--- src/kmsp_pkg.sv ---
`default_nettype none

package kmsp_pkg;

   localparam int NUM_CATHODES = 11;
   localparam int NUM_ANODES   = 6;
   localparam int BITMAP_W     = 61;
   localparam int PACKET_BYTES = 10;
   localparam int CATH_W       = 4;
   localparam int ANODE_W      = 6;
   localparam int BEAT_W       = $clog2(PACKET_BYTES);
   localparam int PKT_W        = 8 * PACKET_BYTES;

   localparam logic [BITMAP_W-1:0] BIT_ONE = BITMAP_W'(64'h0000000000000001);
   localparam logic [7:0]          BYTE_MASK = 8'hFF;

   typedef struct packed {
      logic [ANODE_W-1:0] anode_lines;
      logic               send_request;
   } req_payload_type;

   typedef struct packed {
      logic [CATH_W-1:0] next_cathode;
      logic              byte_valid;
      logic [7:0]        tx_byte;
      logic              last_byte;
   } rsp_payload_type;

   typedef struct packed {
      logic                scan_end;
      logic                send;
      logic [CATH_W-1:0]   next_cathode;
      logic [BITMAP_W-1:0] snapshot;
      logic [15:0]         counter;
   } scan_result_type;

   function automatic logic [BITMAP_W-1:0] anode_bits(input logic [CATH_W-1:0]  cath,
                                                       input logic [ANODE_W-1:0] lines);
      logic [BITMAP_W-1:0] mask;
      logic [6:0]          pos;
      mask = '0;
      for (int a = 0; a < NUM_ANODES; a++) begin
         pos = 7'(cath * NUM_ANODES) - 7'(a);
         if (!lines[a] && (pos < 7'(BITMAP_W))) begin
            mask = mask | (BIT_ONE << pos);
         end
      end
      return mask;
   endfunction

endpackage

`default_nettype wire

--- src/kmsp_scan.sv ---
`default_nettype none

module kmsp_scan (
   input  wire logic                      clock,
   input  wire logic                      reset,
   input  wire logic                      accept,
   input  wire kmsp_pkg::req_payload_type req_payload,
   output kmsp_pkg::scan_result_type      result
);
   import kmsp_pkg::*;

   logic [CATH_W-1:0]   cathode_ff, cathode_in;
   logic [BITMAP_W-1:0] bitmap_ff, bitmap_in;
   logic [BITMAP_W-1:0] snapshot_ff, snapshot_in;
   logic [15:0]         counter_ff, counter_in;

   logic [CATH_W-1:0]   cath_eff;
   logic [BITMAP_W-1:0] bitmap_new;
   logic                scan_end;

   always_comb begin
      cath_eff = (cathode_ff >= CATH_W'(NUM_CATHODES)) ? '0 : cathode_ff;
      if (cath_eff == '0) begin
         bitmap_new = {{(BITMAP_W-1){1'b0}}, ~req_payload.anode_lines[0]};
      end else begin
         bitmap_new = bitmap_ff | anode_bits(cath_eff, req_payload.anode_lines);
      end
      scan_end = (cath_eff == CATH_W'(NUM_CATHODES - 1));

      result.scan_end     = scan_end;
      result.send         = scan_end && req_payload.send_request;
      result.next_cathode = scan_end ? '0 : cath_eff + CATH_W'(1);
      result.snapshot     = bitmap_new;
      result.counter      = counter_ff;

      cathode_in  = cathode_ff;
      bitmap_in   = bitmap_ff;
      snapshot_in = snapshot_ff;
      counter_in  = counter_ff;
      if (accept) begin
         cathode_in = result.next_cathode;
         if (scan_end) begin
            bitmap_in   = '0;
            snapshot_in = bitmap_new;
            if (req_payload.send_request) begin
               counter_in = counter_ff + 16'd1;
            end
         end else begin
            bitmap_in = bitmap_new;
         end
      end
   end

   always_ff @(posedge clock) begin
      if (reset) begin
         cathode_ff  <= '0;
         bitmap_ff   <= '0;
         snapshot_ff <= '0;
         counter_ff  <= '0;
      end else begin
         cathode_ff  <= cathode_in;
         bitmap_ff   <= bitmap_in;
         snapshot_ff <= snapshot_in;
         counter_ff  <= counter_in;
      end
   end

`ifndef ASSERT_OFF
   a_cathode_range: assert property (@(posedge clock) disable iff (reset)
      cathode_ff < CATH_W'(NUM_CATHODES))
      else $error("cathode index out of range");

   a_wrap_clears: assert property (@(posedge clock) disable iff (reset)
      (accept && scan_end) |=> (cathode_ff == '0 && bitmap_ff == '0))
      else $error("scan end did not wrap");

   a_counter_step: assert property (@(posedge clock) disable iff (reset)
      (accept && result.send) |=> (counter_ff == $past(counter_ff) + 16'd1))
      else $error("packet counter did not advance");
`endif

endmodule

`default_nettype wire

--- src/kmsp_tx.sv ---
`default_nettype none

module kmsp_tx (
   input  wire logic                      clock,
   input  wire logic                      reset,
   input  wire logic                      load,
   input  wire kmsp_pkg::scan_result_type result,
   output logic                           load_ready,
   output logic                           rsp_valid,
   input  wire logic                      rsp_ready,
   output kmsp_pkg::rsp_payload_type      rsp_payload
);
   import kmsp_pkg::*;

   logic              valid_ff, valid_in;
   logic              bvalid_ff, bvalid_in;
   logic [BEAT_W-1:0] beats_ff, beats_in;
   logic [CATH_W-1:0] cath_ff, cath_in;
   logic [PKT_W-1:0]  data_ff, data_in;

   logic beat_done;
   logic last;

   always_comb begin
      last       = (beats_ff == '0);
      beat_done  = valid_ff && rsp_ready;
      load_ready = !valid_ff || (rsp_ready && last);

      valid_in  = valid_ff;
      bvalid_in = bvalid_ff;
      beats_in  = beats_ff;
      cath_in   = cath_ff;
      data_in   = data_ff;
      if (load) begin
         valid_in = 1'b1;
         cath_in  = result.next_cathode;
         if (result.send) begin
            bvalid_in = 1'b1;
            beats_in  = BEAT_W'(PACKET_BYTES - 1);
            data_in   = {(PKT_W-16)'(result.snapshot), result.counter[7:0], result.counter[15:8]};
         end else begin
            bvalid_in = 1'b0;
            beats_in  = '0;
            data_in   = '0;
         end
      end else if (beat_done) begin
         if (last) begin
            valid_in = 1'b0;
         end else begin
            beats_in = beats_ff - BEAT_W'(1);
            data_in  = data_ff >> 8;
         end
      end
   end

   always_ff @(posedge clock) begin
      if (reset) begin
         valid_ff <= 1'b0;
         beats_ff <= '0;
      end else begin
         valid_ff <= valid_in;
         beats_ff <= beats_in;
      end
      bvalid_ff <= bvalid_in;
      cath_ff   <= cath_in;
      data_ff   <= data_in;
   end

   assign rsp_valid                = valid_ff;
   assign rsp_payload.next_cathode = cath_ff;
   assign rsp_payload.byte_valid   = bvalid_ff;
   assign rsp_payload.tx_byte      = bvalid_ff ? (data_ff[7:0] & BYTE_MASK) : 8'd0;
   assign rsp_payload.last_byte    = last;

`ifndef ASSERT_OFF
   a_mid_packet_is_byte: assert property (@(posedge clock) disable iff (reset)
      (valid_ff && !last) |-> (bvalid_ff && cath_ff == '0))
      else $error("multi-beat result without packet byte");

   a_packet_continues: assert property (@(posedge clock) disable iff (reset)
      (beat_done && !last) |=> (valid_ff && beats_ff == $past(beats_ff) - BEAT_W'(1)))
      else $error("packet byte lost");

   a_no_load_mid_packet: assert property (@(posedge clock) disable iff (reset)
      (valid_ff && !last) |-> !load_ready)
      else $error("request taken during packet");
`endif

endmodule

`default_nettype wire

--- src/key_matrix_scan_packetizer_top.sv ---
`default_nettype none
// a request's first result is valid in the cycle after the request is taken
// throughput: one request per cycle (single output register) while rsp_ready is high
// a scan-end request with send set gives ten result beats, one per packet byte
// req_ready stays low until the last result of the previous request is taken
// synchronous reset clears cathode index, bitmaps, packet counter and output valid
module key_matrix_scan_packetizer_top (
   input  wire logic                      clock,
   input  wire logic                      reset,
   input  wire logic                      req_valid,
   output logic                           req_ready,
   input  wire kmsp_pkg::req_payload_type req_payload,
   output logic                           rsp_valid,
   input  wire logic                      rsp_ready,
   output kmsp_pkg::rsp_payload_type      rsp_payload
);
   import kmsp_pkg::*;

   scan_result_type result;
   logic            accept;

   assign accept = req_valid && req_ready;

   kmsp_scan u_scan (
      .clock       (clock),
      .reset       (reset),
      .accept      (accept),
      .req_payload (req_payload),
      .result      (result)
   );

   kmsp_tx u_tx (
      .clock       (clock),
      .reset       (reset),
      .load        (accept),
      .result      (result),
      .load_ready  (req_ready),
      .rsp_valid   (rsp_valid),
      .rsp_ready   (rsp_ready),
      .rsp_payload (rsp_payload)
   );

endmodule

`default_nettype wire

--- config.mk ---
export PLATFORM = sky130hd
export DESIGN_NAME = key_matrix_scan_packetizer_top
export DESIGN_NICKNAME = d
export VERILOG_FILES = /design/src/kmsp_pkg.sv /design/src/kmsp_scan.sv /design/src/kmsp_tx.sv /design/src/key_matrix_scan_packetizer_top.sv
export SDC_FILE = /design/constraint.sdc
export NUM_CORES = 1
export LEC_CHECK = 0
export BUFFER_PORTS_ARGS = -buffer_cell sky130_fd_sc_hd__buf_2
export CAP_MARGIN = 30
export CORE_UTILIZATION = 63
export CTS_CLUSTER_SIZE = 30
export DETAILED_ROUTE_END_ITERATION = 16
export PLACE_DENSITY = 0.77
export REMOVE_ABC_BUFFERS = 1
export SYNTH_ARGS = -nofsm -noshare
export SYNTH_HDL_FRONTEND = slang
export SYNTH_SLANG_ARGS = --single-unit
--- constraint.sdc ---
create_clock -name clock -period 8.28 [get_ports clock]
set_input_delay 1.656 -clock clock [delete_from_list [all_inputs] [get_ports clock]]
set_output_delay 1.656 -clock clock [all_outputs]
set_load 0.1 [all_outputs]
## Yosys cells after proc, flatten, opt, wreduce, memory -nomap -nowiden

Index checks and enable logic that the tools add are counted.

| cells by class | value |
|---|---|
| add/sub/neg operators | 8 |
| multipliers | 1 |
| order comparisons | 7 |
| equal/unequal tests | 2 |
| shifts and indexed selects | 6 |
| muxes and demuxes | 29 |
| bitwise logic cells | 7 |
| reduce and logical (&&, ||, !) cells | 25 |

Operators with widths:

| cell | count |
|---|---|
| 61-bit two-way mux | 14 |
| 61-bit OR | 6 |
| 1-bit by 7-bit left shift with 61-bit output (first input constant) | 6 |
| 80-bit two-way mux | 3 |
| 77-bit two-way mux | 1 |
| 7-bit by 6-bit < comparator with 1-bit output (second input constant) | 6 |
| 4-bit two-way mux | 6 |
| 16-bit by 1-bit adder with 16-bit output (second input constant) | 1 |
| 7-bit by 2-bit subtractor with 7-bit output (second input constant) | 2 |
| 7-bit by 3-bit subtractor with 7-bit output (second input constant) | 2 |
| 1-bit logical AND | 10 |
| 4-bit zero test | 2 |
| 8-bit two-way mux | 1 |
| 1-bit zero test | 7 |
| 7-bit by 1-bit subtractor with 7-bit output (second input constant) | 1 |
| 4-bit by 2-bit multiplier with 6-bit output (second input constant) | 1 |
| 4-bit by 1-bit adder with 4-bit output (second input constant) | 1 |
| 4-bit equality test (second input constant) | 1 |
| 4-bit greater-or-equal comparator (second input constant) | 1 |
| 1-bit two-way mux | 4 |
| 2-bit AND reduction | 2 |
| 2-bit nonzero test | 2 |
| 4-bit by 1-bit subtractor with 4-bit output (second input constant) | 1 |
| 3-bit AND reduction | 1 |
| 3 further kinds | 3 |

| storage, ports and cells | value |
|---|---|
| register bits | 171 |
| word-level logic and storage cells | 93 |

## Logic depth before layout (Yosys ltp)

| logic depth | value |
|---|---|
| depth after elaboration | 26 |
| mapped depth | 16 |
| gate-level depth less buffers | 14 |

## Hierarchy

A second synthesis with hierarchy kept.

| unflattened totals | value |
|---|---|
| cells, all modules | 1080 |
| area total of the unflattened synthesis | 10080.9 µm² |

Modules (own cells, without submodules):

| module | times used | cells an instance | area an instance (µm²) | seq. area each (µm²) |
|---|---|---|---|---|
| kmsp_scan | 1 | 857 | 6518.8 | 1621.6 |
| kmsp_tx | 1 | 222 | 3555.9 | 2562.5 |
| key_matrix_scan_packetizer_top | 1 | 1 | 6.3 | 0.0 |

## Least setup slack after synthesis

No wires, ideal clock.

| path | value |
|---|---|
| path type | input-to-reg |
| from | in req_valid |
| to | reg u_tx.beats_ff[3] |
| library setup time | 128 ps |
| arrival | 6363 ps |
| slack | 1790 ps |
| stages | 5 |
| path buffers | 0 |
| cells stage by stage | a21oi_1 a21oi_1 o21ai_0 a22oi_1 nor2_1 |

| on the way | value |
|---|---|
| cells in the longest elaborated chain, start to end | 3 |
| elaborated cells between the ends (all ways) | 5 |

RTL lines:

| what | RTL line | text |
|---|---|---|
| start, declared | key_matrix_scan_packetizer_top.sv:10 | `input wire logic req_valid,` |
| 1-bit logical AND (*) | key_matrix_scan_packetizer_top.sv:22 | `assign accept = req_valid && req_ready;` |
| 2-bit != test (no line) or 2-bit nonzero test (tied branches) | -- |  |
| 2-bit AND reduction (no line) | -- |  |
| end signal, assigned | kmsp_tx.sv:62 | `beats_ff <= beats_in;` |
| end, declared | kmsp_tx.sv:17 | `logic [BEAT_W-1:0] beats_ff, beats_in;` |

Every way passes the cells marked *; elsewhere a longest branch is shown, timed or not.
A chain may end at the register's enable or synchronous reset.

## Worst setup path in the final report

| path | value |
|---|---|
| from | reg u_scan.cathode_ff[0] |
| to | reg u_tx.data_ff[75] (data pin) |

| on the way | value |
|---|---|
| cells in the longest elaborated chain, start to end | 26 |
| elaborated cells between the ends (all ways) | 50 |

RTL lines:

| what | RTL line | text |
|---|---|---|
| start, declared | kmsp_scan.sv:12 | `logic [CATH_W-1:0] cathode_ff, cathode_in;` |
| start signal, assigned | kmsp_scan.sv:61 | `cathode_ff <= cathode_in;` |
| 4-bit greater-or-equal comparator | kmsp_scan.sv:22 | `cath_eff = (cathode_ff >= CATH_W'(NUM_CATHODES)) ? '0 : cathode_ff;` |
| 4-bit two-way mux (*) | kmsp_scan.sv:22 |  |
| parallel branches: the longest is 22 deep, another holds 7-bit by 1-bit subtractor with 7-bit output | -- |  |
| 77-bit two-way mux (*) | kmsp_tx.sv:37 | `if (result.send) begin` |
| 80-bit two-way mux (*) | kmsp_tx.sv:34 | `if (load) begin` |
| end signal, assigned | kmsp_tx.sv:66 | `data_ff <= data_in;` |
| end, declared | kmsp_tx.sv:19 | `logic [PKT_W-1:0] data_ff, data_in;` |

Mark *: on every way between the ends. The select of a mux whose other input is x is not followed.

==> run metrics <==
outcome finished clean; critical setup path kind flip-flop to flip-flop; CTS max path bufs 2; vias in the first global route around 8.1k; Top FF cell, synth dfxtp_1; synthesis-to-layout area growth 7.94%; setup violators final 0; Post-Syn Area approximately 9400 sq um; worst-margin pin slew 1040 ps; VDD IR max 175 uV; Total Routing Usage GR between 30% and 40%; FF-to-FF path depth 14; synthesized area per cell 9.21 sq um; top-count cell post-synth nand2_1; Synth top cells by count 144 x nand2_1, 88 x nor2_1, 86 x dfxtp_1; die footprint approximately 15000 sq um; number of synthesized flops with an enable pin just over 80; Final Slew Violations 0; Layout Nets about 1.1k; Leak Pwr about 3.7 nW; async set or reset register ratio after synthesis 0%; clock insertion delay at the later pin of the skew report ~440 ps; register area share after synthesis about 44%; Synth top area share a little over a quarter; largest net degree at the start of global routing between 50 and 60; WP data arrival approximately 5600 ps; Die H roughly 120 um; Max Cap Viol 0; Power, Total between 2 and 2.5 mW; ant diodes 0; Clock Sinks between 150 and 200; met2 Use GR roughly 62%; crit end category flip-flop; cell taking the most area after synthesis edfxtp_1; post-cts hold buffer count 0; worst hold start u_scan.bitmap_ff[9]; P per Cell Area roughly 200 nW/um^2; 1st-iter DRT viols 1191; Post-Route WL ~30000 um; RSZ-0062 raised after global routing no; min cycle time layout 5460 ps; postcts setup bufs 0; GR Layer Usage met1 approximately 52%; CTS tree done; first-pass GRT wire length around 47000 um; drt pass-1 iters 6; Hold Crit Depth 2; Synthesis Warnings 0; Setup crit start kind flip-flop; R2R Setup Slk between 2000 and 3000 ps; unique cell type count in the Yosys netlist 85; Die X ~120 um; Cell Rows 44; Fin. Hold Viols 0; RR Endpoint u_tx.data_ff[75]; Avg WL per Cell between 20 and 25 um; GP Congestion ~1.1; ratio of cells with drive above 1 in the final layout 10.3%; M3 GR Usage under 10%; CP required ~8500 ps; Routed Antenna Nets 0; Hold WC Path Type flip-flop to flip-flop; Initial Util 64.6%; Clock transition at path regs 70 ps; grt ovf 0; reg-to-reg startpoint u_scan.cathode_ff[0]; initial antenna violation count 0; H-tree depth reported by CTS 4; final critical-path share of the clock period 66.0%; Worst slew margin between 30% and 40%; critical-path maximum fanout 16; WHS Endpoint u_scan.bitmap_ff[9]; number of port buffers 26; busiest grt layer met2; Num CTS Buffers 17; FMAX between 0.15 and 0.2 GHz; DR vias 8546; core box area between 10000 and 15000 sq um; setup TNS 0 ps; Synth Instances ~1.0k; Post-DP HPWL around 21000 um; Resize count post-CTS 0; io pins 27; Synth Register Bits between 150 and 200; Vias per Instance 7.04; DRC viols 0; ranking of synthesized cells by area edfxtp_1 26%, dfxtp_1 18%, nand2_1 5.7%, a21oi_1 3.7%, nor2_1 3.5%; Setup Skew between 10 and 15 ps; clk root buf clkbuf_16
## placed cells by master (no fill, tap or decap), types with 11 or more instances in the layout
cell type	n
ha_1	23
a21oi_1	68
nor2_1	87
and2_1	14
a22o_1	23
edfxtp_1	82
o21ai_1	44
dfxtp_1	86
buf_2	26
a22oi_1	11
o221ai_1	24
a221oi_1	13
and3_1	13
a31oi_1	16
clkbuf_16	17
nor2b_1	13
o21ai_0	36
nand3_1	32
inv_1	41
nand2_1	143
## kinds of logic after synthesis
group,Yosys count,share of synthesized area [%]
compound gates,325,25.1
xor+xnor,25,3.37
fa+ha+maj,24,3.26
buf+inv,104,4.56
flops,168,44.4
mux,2,0.212
simple gates,376,19.1
## worst max-delay path by stage
stage                                     from                   end  slack, ps  cells past startpoint
after detailed placement  u_scan.cathode_ff[0]      u_tx.data_ff[57]       2910                     13
after global routing      u_scan.cathode_ff[1]      u_tx.data_ff[57]       2430                     13
after floorplan                      rsp_ready  u_scan.bitmap_ff[48]       1220                      7
after CTS                 u_scan.cathode_ff[0]      u_tx.data_ff[57]       2920                     13
after global placement    u_scan.cathode_ff[0]      u_tx.data_ff[57]       3060                     13
final                     u_scan.cathode_ff[0]      u_tx.data_ff[75]       2820                     14
## worst max-delay path, cell delays in order (launching register included)
cell and delay (ps):
dfxtp_1 360, o21ai_0 190, nand2_1 290, inv_1 290, ha_1 420, inv_1 160, fa_1 930, ha_1 400
inv_1 170, a21oi_1 310, xnor2_1 340, nand4_1 400, a21oi_1 140, a2111oi_0 700, nor2_1 90
## stage by stage
| step | instance area [sq um] | setup WS, ps | util (%) | std cells | hold WS [ps] |
|---|---|---|---|---|---|
| final | 10200 | 2820 | 69.8 | 1214 | 453 |
| after global routing | 10200 | 2430 | 69.8 | 1214 | 477 |
| after CTS | 10200 | 2920 | 69.8 | 1214 | 452 |
| after detailed placement | 9650 | 2910 | 66.1 | 1182 | 441 |
| after global placement | 9600 | 3060 | 65.8 | 1179 | 437 |
| after floorplan | 9150 | 1220 | - | 961 | 425 |
## power breakdown
part	switching, mW	total (mW)	internal [mW]
combinational	0.293	0.390	0.0968
clock	0.349	0.737	0.389
sequential	0.0181	0.948	0.929
total	0.660	2.08	1.42
## cell type report
cell class,count,area [sq um]
Multi-Input combinational cell,752,4840
Fill cell,1145,4410
Sequential cell,168,4180
Clock buffer,20,437
Timing Repair Buffer,37,233
Tap cell,184,230
Inverter,41,154
Clock inverter,12,95.1
## metal layers
metal / wire length, um / vias up
li1: - / 3793
met1: 12000 / 4119
met2: 13800 / 521
met3: 3020 / 113
met4: 1490 / 0
met5: 0 / -
## flip-flops by register name, indices dropped and copies added (netlist names)
register	cells
u_tx.rsp_valid	1
u_tx.beats_ff	4
u_tx.cath_ff	4
u_tx.bvalid_ff	1
u_scan.cathode_ff	4
u_scan.counter_ff	16
u_scan.bitmap_ff	61
u_tx.data_ff	77
Note: power is estimated with default switching activity, not from simulation.
